`src/pvs_pkg.sv`:
```
package pvs_pkg;

    localparam int LINE_W  = 9;
    localparam int SLICE_W = 5;
    localparam int ROW_W   = 8;
    localparam int COLOR_W = 4;

    localparam logic [LINE_W-1:0]  LINES_PER_FRAME = 9'd312;
    localparam logic [SLICE_W-1:0] LAST_SLICE      = 5'd31;

    // line map boundaries
    localparam logic [LINE_W-1:0] LINE_LONG_LAST   = 9'd2;
    localparam logic [LINE_W-1:0] LINE_LONG_SHORT  = 9'd3;
    localparam logic [LINE_W-1:0] LINE_SHORT_LAST  = 9'd5;
    localparam logic [LINE_W-1:0] LINE_TOP_BORDER  = 9'd36;
    localparam logic [LINE_W-1:0] LINE_BOT_BORDER  = 9'd293;
    localparam logic [LINE_W-1:0] LINE_SHORT_FIRST = 9'd310;

    // slice positions within a line
    localparam logic [SLICE_W-1:0] SLICE_HALF     = 5'd16;
    localparam logic [SLICE_W-1:0] SLICE_HS_HI    = 5'd2;
    localparam logic [SLICE_W-1:0] SLICE_BORDER   = 5'd6;
    localparam logic [SLICE_W-1:0] SLICE_GAP_FST  = 5'd8;
    localparam logic [SLICE_W-1:0] SLICE_GAP_LST  = 5'd28;

    typedef enum logic [2:0] {
        KIND_HS_LO  = 3'd0,
        KIND_HS_HI  = 3'd1,
        KIND_BORDER = 3'd2,
        KIND_GAP    = 3'd3,
        KIND_VS_LO  = 3'd4,
        KIND_VS_HI  = 3'd5
    } kind_t;

    // packed from the lowest bit up: slice_kind, colour, line_number,
    // slice_index, pixel_row
    typedef struct packed {
        logic [ROW_W-1:0]   pixel_row;
        logic [SLICE_W-1:0] slice_index;
        logic [LINE_W-1:0]  line_number;
        logic [COLOR_W-1:0] colour;
        kind_t              slice_kind;
    } slice_word_t;

    localparam int WORD_W  = $bits(slice_word_t);
    localparam int TDATA_W = ((WORD_W + 7) / 8) * 8;

endpackage

```
`src/pvs_slice_decode.sv`:
```
module pvs_slice_decode (
    input  logic [pvs_pkg::LINE_W-1:0]  line_number,
    input  logic [pvs_pkg::SLICE_W-1:0] slice_index,
    input  logic [pvs_pkg::ROW_W-1:0]   row,
    input  logic [pvs_pkg::COLOR_W-1:0] border_colour,
    output pvs_pkg::slice_word_t        word,
    output logic                        frame_end,
    output logic                        active
);
    import pvs_pkg::*;

    kind_t kind;
    kind_t long_kind;
    kind_t short_kind;

    // only the position within each half line matters for vsync
    assign long_kind  = (slice_index[3:0] == 4'hf) ? KIND_VS_HI : KIND_VS_LO;
    assign short_kind = (slice_index[3:0] == 4'h0) ? KIND_VS_LO : KIND_VS_HI;

    assign active = (line_number > LINE_TOP_BORDER) && (line_number < LINE_BOT_BORDER);

    always_comb
    begin
        if (line_number <= LINE_LONG_LAST) begin
            kind = long_kind;
        end else if (line_number == LINE_LONG_SHORT) begin
            kind = (slice_index < SLICE_HALF) ? long_kind : short_kind;
        end else if ((line_number <= LINE_SHORT_LAST) ||
                     (line_number >= LINE_SHORT_FIRST)) begin
            kind = short_kind;
        end else if (slice_index < SLICE_HS_HI) begin
            kind = KIND_HS_LO;
        end else if (slice_index < SLICE_BORDER) begin
            kind = KIND_HS_HI;
        end else if (!active) begin
            kind = KIND_BORDER;
        end else if ((slice_index >= SLICE_GAP_FST) && (slice_index <= SLICE_GAP_LST)) begin
            kind = KIND_GAP;
        end else begin
            kind = KIND_BORDER;
        end
    end

    assign word.slice_kind  = kind;
    assign word.colour      = (kind == KIND_BORDER) ? border_colour : '0;
    assign word.line_number = line_number;
    assign word.slice_index = slice_index;
    assign word.pixel_row   = active ? row : '0;

    assign frame_end = (slice_index == LAST_SLICE) && (line_number >= LINES_PER_FRAME);

endmodule

```
`src/pal_video_sync_sequencer.sv`:
```
// pal video slice sequencer, progressive, 312 lines of 32 slices
//
// s_* channel: one word per 2 us slice time, s_tdata[0] is the tick flag.
//   a word with tick low is taken and dropped without changing any counter.
// m_* channel: one word per tick, carrying the slice code for the current
//   line and slice position; m_tlast marks slice 31 of line 312.
// cfg_* channel: 4-bit border colour, always ready, write it while idle.
//
// path: a tick word goes into the input register and, once the output
//   register is free, is decoded into it and shows on m_*.
// throughput: one word per cycle while m_tready holds high; the slice, line and
//   row counters advance in the same cycle that a tick leaves the input register.
// stall: when m_tready is low the output word holds, the input register
//   fills behind it and s_tready drops; nothing is lost or repeated.
// reset: line 1, slice 0, row 0, border colour 0, both registers empty.
module pal_video_sync_sequencer #(
    parameter int BITMAP_ROWS = 256
) (
    input  logic                          clk,
    input  logic                          rst_n,
    input  logic                          s_tvalid,
    output logic                          s_tready,
    input  logic [7:0]                    s_tdata,    // tick
    output logic                          m_tvalid,
    input  logic                          m_tready,
    output logic [pvs_pkg::TDATA_W-1:0]   m_tdata,    // slice_kind, colour, line_number,
                                                      // slice_index, pixel_row
    output logic                          m_tlast,    // frame_end
    input  logic                          cfg_valid,
    output logic                          cfg_ready,
    input  logic [pvs_pkg::COLOR_W-1:0]   cfg_data
);
    import pvs_pkg::*;

    localparam logic [ROW_W:0] ROWS = (ROW_W+1)'(BITMAP_ROWS);

    // input register
    logic in_valid_reg, in_valid_next;
    logic in_tick_reg;

    // output register
    logic        out_valid_reg, out_valid_next;
    slice_word_t out_word_reg;
    logic        out_last_reg;

    // timing counters
    logic [LINE_W-1:0]  line_reg, line_next;
    logic [SLICE_W-1:0] slice_reg, slice_next;
    logic [ROW_W-1:0]   row_reg, row_next;
    logic [COLOR_W-1:0] colour_reg;

    slice_word_t dec_word;
    logic        dec_frame_end;
    logic        dec_active;
    logic        out_free;
    logic        in_move;
    logic        step;
    logic [ROW_W:0] row_inc;

    pvs_slice_decode u_decode (
        .line_number   (line_reg),
        .slice_index   (slice_reg),
        .row           (row_reg),
        .border_colour (colour_reg),
        .word          (dec_word),
        .frame_end     (dec_frame_end),
        .active        (dec_active)
    );

    // a tick-low word needs no output slot, so it always moves on
    assign out_free = !out_valid_reg || m_tready;
    assign in_move  = in_valid_reg && (out_free || !in_tick_reg);
    assign step     = in_move && in_tick_reg;
    assign s_tready = !in_valid_reg || in_move;
    assign cfg_ready = 1'b1;

    assign in_valid_next  = (s_tvalid && s_tready) ? 1'b1 : (in_move ? 1'b0 : in_valid_reg);
    assign out_valid_next = step ? 1'b1 : (m_tready ? 1'b0 : out_valid_reg);

    assign row_inc = {1'b0, row_reg} + 1'b1;

    always_comb
    begin
        slice_next = slice_reg;
        line_next  = line_reg;
        row_next   = row_reg;
        if (step) begin
            if (slice_reg != LAST_SLICE) begin
                slice_next = slice_reg + 1'b1;
            end else begin
                slice_next = '0;
                if (dec_active) begin
                    row_next = (row_inc >= ROWS) ? '0 : row_inc[ROW_W-1:0];
                end
                if (line_reg >= LINES_PER_FRAME) begin
                    line_next = LINE_W'(1);
                end else begin
                    line_next = line_reg + 1'b1;
                end
            end
        end
    end

    always_ff @(posedge clk or negedge rst_n)
    begin
        if (!rst_n) begin
            in_valid_reg  <= 1'b0;
            out_valid_reg <= 1'b0;
            line_reg      <= LINE_W'(1);
            slice_reg     <= '0;
            row_reg       <= '0;
            colour_reg    <= '0;
        end else begin
            in_valid_reg  <= in_valid_next;
            out_valid_reg <= out_valid_next;
            line_reg      <= line_next;
            slice_reg     <= slice_next;
            row_reg       <= row_next;
            if (cfg_valid && cfg_ready) begin
                colour_reg <= cfg_data;
            end
        end
    end

    // payload registers
    always_ff @(posedge clk)
    begin
        if (s_tvalid && s_tready) begin
            in_tick_reg <= s_tdata[0];
        end
        if (step) begin
            out_word_reg <= dec_word;
            out_last_reg <= dec_frame_end;
        end
    end

    assign m_tvalid = out_valid_reg;
    assign m_tdata  = {{(TDATA_W-WORD_W){1'b0}}, out_word_reg};
    assign m_tlast  = out_last_reg;

    // line counter stays within the frame
    a_line_range: assert property (@(posedge clk) disable iff (!rst_n)
        (line_reg >= LINE_W'(1)) && (line_reg <= LINES_PER_FRAME))
        else $error("line counter out of range");

    // end of a line returns the slice counter to zero
    a_slice_wrap: assert property (@(posedge clk) disable iff (!rst_n)
        (step && (slice_reg == LAST_SLICE)) |=> (slice_reg == '0))
        else $error("slice counter did not wrap");

    // frame end flag only on the last slice of the last line
    a_frame_end: assert property (@(posedge clk) disable iff (!rst_n)
        (m_tvalid && m_tlast) |->
        ((out_word_reg.line_number == LINES_PER_FRAME) &&
         (out_word_reg.slice_index == LAST_SLICE)))
        else $error("frame end flag on wrong slice");

    // an output word only comes from a tick word in the input register
    a_out_src: assert property (@(posedge clk) disable iff (!rst_n)
        $rose(out_valid_reg) |-> $past(in_valid_reg && in_tick_reg))
        else $error("output word without a tick");

endmodule

```
`config.mk`:
```
export PLATFORM = sky130hd
export DESIGN_NAME = pal_video_sync_sequencer
export DESIGN_NICKNAME = d
export VERILOG_FILES = /design/src/pvs_pkg.sv /design/src/pvs_slice_decode.sv /design/src/pal_video_sync_sequencer.sv
export SDC_FILE = /design/constraint.sdc
export NUM_CORES = 1
export LEC_CHECK = 0
export ABC_AREA = 1
export BUFFER_PORTS_ARGS = -buffer_cell sky130_fd_sc_hd__buf_2
export CORE_UTILIZATION = 45
export CTS_CLUSTER_SIZE = 25
export DETAILED_ROUTE_END_ITERATION = 12
export PLACE_DENSITY = 0.72
export SETUP_SLACK_MARGIN = 0.15
export SYNTH_ARGS = -nofsm -noshare
export SYNTH_HDL_FRONTEND = slang
export SYNTH_SLANG_ARGS = --single-unit
```
`constraint.sdc`:
```
create_clock -name clk -period 3.15 [get_ports clk]
set_clock_uncertainty 0.15 [all_clocks]
set_input_delay 0.1575 -clock clk [delete_from_list [all_inputs] [get_ports clk]]
set_output_delay 0.1575 -clock clk [all_outputs]
set_load 0.01 [all_outputs]
```
==> impl_metrics.yaml, run 1 <==
placement:
  dpl_cell_area_mm2: 0.00304
  portBuffers: 41
  pre_cts_slack_ps: 982
  gp_congestion: 0.893
  dp_hpwl_mm: 3.48
  dp_cells: 399
worst_setup_path:
  cp_data_arrival_time_ps: 2300
  timing.rr.start: "slice_reg[1]"
  slowest_stage: "dfrtp_1"
  start_kind: "register"
  worst-r2r-setup-slack_ps: 970
  worstSetupStartpoint: "slice_reg[1]"
  worst-setup-path-type: "reg2reg"
  r2r_end: "line_reg[8]"
  crit_path_end_kind: "register"
  worstPathMaxFanout: 8
  path_cells: "ha_1, inv_1, nor2_1, ha_1, nand2_4, clkinv_2, nand2_1, nor2_2, nand2_2, nor3_4, nand2_1, a21oi_2"
  max_stage_delay_ps: 410
  ff2ff_path_depth: 12
  crit_path_end: "line_reg[8]"
  required_ps: 3270
global_route:
  antenna_found_initial: 0
  grt_max_degree: 29
  grt_pass1_vias: 1899
  grt_pass1_wl_mm: 8.41
  track_usage_pct: 18.0
  overflow: 0
run_status:
  outcome: "finished, final reports clean"
clocking:
  cts.path.max_buffers: 2
  cts.hold.buffers_added: 16
  clock_sinks: 59
  clk_pin_slew_ps: 60
  tritoncts: "built"
  postCtsSetupBuffers: 0
  clk_latency_ps: 340
  cts_root_buffer: "clkbuf_8"
  cts_max_level: 3
  cts_resized: 0
  cts_buffers: 9
layout:
  drive_above_1_share_pct: 21.3
  area_growth_syn_to_layout_pct: 22.6
  fin_area_mm2: 0.00339
  n_antenna_cell: 0
  nNetsFinal: 375
  fin_cells: 431
  n_fill_cell: 529
  largest_register_ffs: 29
floorplanning:
  die-area_mm2: 0.00646
  start_util_pct: 46.7
  die_w_um: 80.4
  fp.dieH_um: 80.4
  fp-row-count: 28
  core_region_area_mm2: 0.00592
  io-pin-count: 53
yosys:
  syn-mean-instance-area_um2: 9.71
  syn_inst: 285
  synth.distinct_cells: 30
  ys.warnings.count: 0
  syn_area_mm2: 0.00277
  synth-seq-cells: 59
  synth-seq-area-share_pct: 59.0
pwr:
  ir_worst_vdd_mv: 0.337
  power-per-cell-area_mw_per_mm2: 640
  leakagePower_nw: 1.55
worst_hold_path:
  hold_class: "in2async"
route:
  wl_per_cell_um: 11.8
  viasPerCell: 4.79
  drc: 0
  drt_pre_antenna_iters: 4
  via_count: 2066
  ant_nets: 0
  finalWirelength_mm: 5.08
  drtIter0Drc: 75
sta:
  holdWs_ps: 238
  worst_slack_ps: 971
  max-slew-margin-rel_pct: 55.6
  min_period_ps: 2180
  report.final.slew_viol_count: 0
  hold_viol: 0
  max_freq_mhz: 459
  rsz0062_at_grt: "false"
  tns_ps: 0
  finalCritPeriodShare_pct: 69.2
  worstMarginPinSlew_ps: 666
  setup_viol: 0
job:
  drv_cap: 0
[logic make-up after synthesis]
kind of cell,synth area share (%)
and+or+nand+nor,22.1
DFF,59.0
buffers and inverters,7.91
AOI/OAI and AO/OA,5.97
adders and majority gates,3.17
xor gates and xnor gates,1.58
other,0.271
[power breakdown]
group / leakage [nW] / total [W] / switching [W] / internal, W
logic: 0.852 / 0.000441 / 0.000277 / 0.000164
clock network: 0.0988 / 0.000664 / 0.000286 / 0.000378
registers: 0.600 / 0.00107 / 0.000115 / 0.000951
total: 1.55 / 0.00217 / 0.000678 / 0.00149
[cell usage after synthesis, drive strengths merged]
library cell | n | share of area [%]
a211oi | 2 | 0.54
conb | 2 | 0.27
clkinv | 1 | 0.18
ha | 7 | 3.2
dfrtp | 27 | 24
nand4 | 2 | 0.45
nor3 | 9 | 2.0
nand2 | 55 | 8.0
buf | 5 | 1.5
dfstp | 1 | 0.95
xor2 | 5 | 1.6
a21oi | 10 | 1.9
inv | 46 | 6.2
nor2 | 44 | 6.8
nand3 | 17 | 3.9
nor3b | 1 | 0.45
a31oi | 1 | 0.23
edfxtp | 31 | 34
nor4 | 1 | 0.45
o21ai | 18 | 3.3
[how the worst min path moves through the flow]
stage                               end  slack, ps  startpoint
after floorplan           colour_reg[0]       -290       rst_n
after global placement      line_reg[2]         80       rst_n
after detailed placement    line_reg[2]         80       rst_n
after CTS                   line_reg[2]        260       rst_n
after global routing      colour_reg[0]        300       rst_n
final                       line_reg[2]        240       rst_n
[worst max-delay path: cells and delay by family, from the launching register on]
family / cells / cell delay [ps]
AO/OA/AOI/OAI: 1 / 110
adder cells (fa/ha/maj): 2 / 430
flip-flops: 1 / 410
AND/OR/NAND/NOR: 7 / 800
buffers and inverters: 2 / 200
[cells in the final DEF (no fill, tap or decap), types with 2 or more instances in the layout]
cell | Yosys | routed
a211oi_1 | 2 | 2
a21oi_1 | 9 | 9
buf_2 | 0 | 41
clkbuf_8 | 0 | 10
clkinv_1 | 0 | 3
clkinv_2 | 1 | 2
conb_1 | 2 | 4
dfrtp_1 | 27 | 27
dlygate4sd3_1 | 0 | 16
edfxtp_1 | 31 | 31
ha_1 | 7 | 7
inv_1 | 43 | 43
inv_2 | 3 | 3
nand2_1 | 51 | 51
nand2_2 | 3 | 3
nand3_1 | 14 | 14
nand3_2 | 2 | 2
nand4_1 | 2 | 2
nor2_1 | 39 | 39
nor2_2 | 3 | 3
nor2_4 | 2 | 2
nor3_1 | 8 | 8
o21ai_0 | 18 | 18
xor2_1 | 5 | 5
[through the flow]
| stage | power (W) | utilization, % |
|---|---|---|
| CTS | 0.00219 | 57.3 |
| finish | 0.00217 | 57.3 |
| floorplan | 0.00136 | - |
| global placement | 0.00149 | 51.3 |
| global route | 0.00231 | 57.3 |
| detailed placement | 0.00150 | 51.3 |
[final cells by class]
cell class,instances,area [um^2],share of cell area [%]
multi-input combinational,176,922,27.2
sequential,59,1630,48.1
clock inverter,6,55.1,1.62
tap,75,93.8,2.77
inverter,47,178,5.24
timing repair buffer,58,373,11.0
clock buffer,10,138,4.06
[metal layers]
layer	up-vias	track usage [%]	routed length [um]	share of wire (%)
li1	1039	-	-	-
met2	61	28.5	2490	49
met1	954	21.2	2210	43
met4	0	12.1	130	2.6
met3	12	5.23	253	5.0
met5	-	0	0	0
No activity file was read; power rests on OpenSTA's default activity.
==> run 2: changes to the inputs <==
--- a/config.mk
+++ b/config.mk
@@ -5,12 +5,12 @@
 export SDC_FILE = /design/constraint.sdc
 export NUM_CORES = 1
 export LEC_CHECK = 0
-export ABC_AREA = 1
+export ABC_AREA = 0
 export BUFFER_PORTS_ARGS = -buffer_cell sky130_fd_sc_hd__buf_2
 export CORE_UTILIZATION = 45
 export CTS_CLUSTER_SIZE = 25
 export DETAILED_ROUTE_END_ITERATION = 12
-export PLACE_DENSITY = 0.72
+export PLACE_DENSITY = 0.75
 export SETUP_SLACK_MARGIN = 0.15
 export SYNTH_ARGS = -nofsm -noshare
 export SYNTH_HDL_FRONTEND = slang
==> constraint.sdc (replaced) <==
create_clock -name clk -period 1.8 [get_ports clk]
set_clock_uncertainty 0.15 [all_clocks]
set_input_delay 0.09 -clock clk [delete_from_list [all_inputs] [get_ports clk]]
set_output_delay 0.09 -clock clk [all_outputs]
set_load 0.01 [all_outputs]
==> impl_metrics.yaml, run 2 <==
clocking:
  tritoncts: "built"
  clk_pin_slew_ps: 70
  cts.path.max_buffers: 2
  clk_latency_ps: 340
  cts_root_buffer: "clkbuf_8"
  clock_sinks: 59
  cts_max_level: 3
  cts_buffers: 9
sta:
  max-slew-margin-rel_pct: 53.8
  worstMarginPinSlew_ps: 693
  report.final.slew_viol_count: 0
  hold_viol: 0
  max_freq_mhz: 464
  finalCritPeriodShare_pct: 120
  setup_viol: 32
  min_period_ps: 2160
  rsz0062_at_grt: "true"
  worst_slack_ps: -355
  tns_ps: -8550
global_route:
  overflow: 0
  grt_pass1_vias: 2164
  antenna_found_initial: 0
  track_usage_pct: 22.9
  grt_max_degree: 34
  grt_pass1_wl_mm: 10.6
floorplanning:
  die_w_um: 79.8
  io-pin-count: 53
  core_region_area_mm2: 0.00568
  die-area_mm2: 0.00637
  start_util_pct: 48.0
  fp.dieH_um: 79.8
  fp-row-count: 27
layout:
  layout_common_cells: "buf_4, buf_2, edfxtp_1"
  drive_above_1_share_pct: 50.4
  final_common_cell: "buf_4"
  n_antenna_cell: 0
  nNetsFinal: 364
  area_growth_syn_to_layout_pct: 48.7
  largest_register_ffs: 29
yosys:
  synthTopCellsByCount: "edfxtp_1, dfrtp_1, nand2_1"
  synth_edf_count: 31
  synthSimpleGateAreaFrac_pct: 18.3
  yosys.area_share.adder_pct: 3.22
  synth_top_area_cell: "edfxtp_1"
  synthXorXnorAreaFrac_pct: 3.22
  synth-seq-cells: 59
  synth_top_area_share_pct: 34.2
  syn_inst: 225
  synth-seq-area-share_pct: 60.0
  ys.warnings.count: 0
  synth_compound_area_share_pct: 9.51
  syn_area_mm2: 0.00272
  async_flop_share_pct: 47.5
  synth_ff_type: "edfxtp_1"
  yosys.cell_count.top_type: "edfxtp_1"
  synth_top_family_by_area: "simple AND/OR/NAND/NOR gates"
  syn-mean-instance-area_um2: 12.1
  synth.distinct_cells: 53
  synth_mux_area_share_pct: 2.02
  yosys-top-cells-area: "edfxtp_1, dfrtp_1, ha_1"
pwr:
  power_w: 0.00357
  leakagePower_nw: 1.74
  power-per-cell-area_mw_per_mm2: 883
  ir_worst_vdd_mv: 0.530
worst_setup_path:
  start_kind: "register"
  ff2ff_path_depth: 5
  worst-setup-path-type: "reg2reg"
  required_ps: 1750
  crit_path_end_kind: "register"
  worstPathMaxFanout: 4
  cp_data_arrival_time_ps: 2100
route:
  drc: 0
  via_count: 2279
  drt_pre_antenna_iters: 4
  drtIter0Drc: 186
  wl_per_cell_um: 17.0
  viasPerCell: 5.47
  finalWirelength_mm: 7.08
  ant_nets: 0
worst_hold_path:
  hold_class: "in2async"
placement:
  portBuffers: 41
  gp_congestion: 0.850
  dp_hpwl_mm: 4.11
run_status:
  violations: "setup timing"
  outcome: "finished with violations"
job:
  drv_cap: 0
[run 2: cell types whose count changed after synthesis, sizes merged, moves of 5 or more]
cell,change
a21oi,-6
o21ai,-7
nor2,-29
inv,-38
nand2b,+6
xnor2,+6
and2,+10
nand3,-9
nand2,-37
clkbuf,+5
[run 2: final timing paths]
kind	to	start	slack (ps)
max	m_tdata[6]	line_reg[6]	-360
min	slice_reg[0]	rst_n	180
max reg2reg	m_tdata[6]	line_reg[6]	-360
min reg2reg	row_reg[6]	row_reg[6]	370
max in group asynchronous	line_reg[5]	rst_n	830
min in group clk	in_tick_reg	s_tdata[0]	320
[run 2: cell families (layout without fill, tap and decap cells)]
| kind of cell | Yosys count | after routing |
|---|---|---|
| compound gates | 37 | 37 |
| simple gates | 86 | 87 |
| mux | 5 | 5 |
| flops | 59 | 59 |
| fa+ha+maj | 7 | 7 |
| other cells | 2 | 4 |
| buf+inv | 19 | 136 |
| xor+xnor | 10 | 10 |
[run 2: per-layer routing]
metal / share of wire (%) / GRT usage, % / vias to the layer above
met5: 0 / 0 / -
met4: 2.8 / 16.1 / 0
met3: 6.5 / 5.14 / 18
met2: 50 / 34.9 / 103
met1: 41 / 28.7 / 1116
li1: - / - / 1042
[run 2: area by class of cell]
cell class	count	area [um^2]
well taps	72	90.1
repair buffers	112	836
clock inverters	5	52.6
fillers	361	1630
clock buffers	11	141
flip-flops and latches	59	1640
multi-input cells	150	1260
inverters	8	36.3
[run 2: power by group]
group | internal (W) | switching (W) | total [W]
logic | 0.000373 | 0.000412 | 0.000785
registers | 0.00154 | 0.0000547 | 0.00160
clock network | 0.000669 | 0.000521 | 0.00119
total | 0.00258 | 0.000987 | 0.00357
[run 2: what timing repair did]
item,4_1_cts,5_1_grt
resized for setup,27,28
pin swaps,8,14
endpoints found under the setup margin,34,65
setup buffers,3,5
hold buffers,12,0
hold endpoints to repair,35,0
cloned,1,1
[run 2: metrics by stage]
step,setup slack [ps],hold slack [ps],instance area (um^2),utilization (%),instances
floorplan,-374,-356,2820,-,227
global placement,-243,-0.995,3420,60.3,379
detailed placement,-347,15.7,3420,60.3,379
CTS,-316,188,3850,67.9,411
global route,-413,222,4050,71.3,417
finish,-355,182,4050,71.3,417
[run 2: critical path, cell delays in order, from the launching register on]
cell	delay, ps
dfrtp_1	390
or4_4	580
nor4_4	240
a21oi_2	130
a21oi_2	210
and3b_1	200
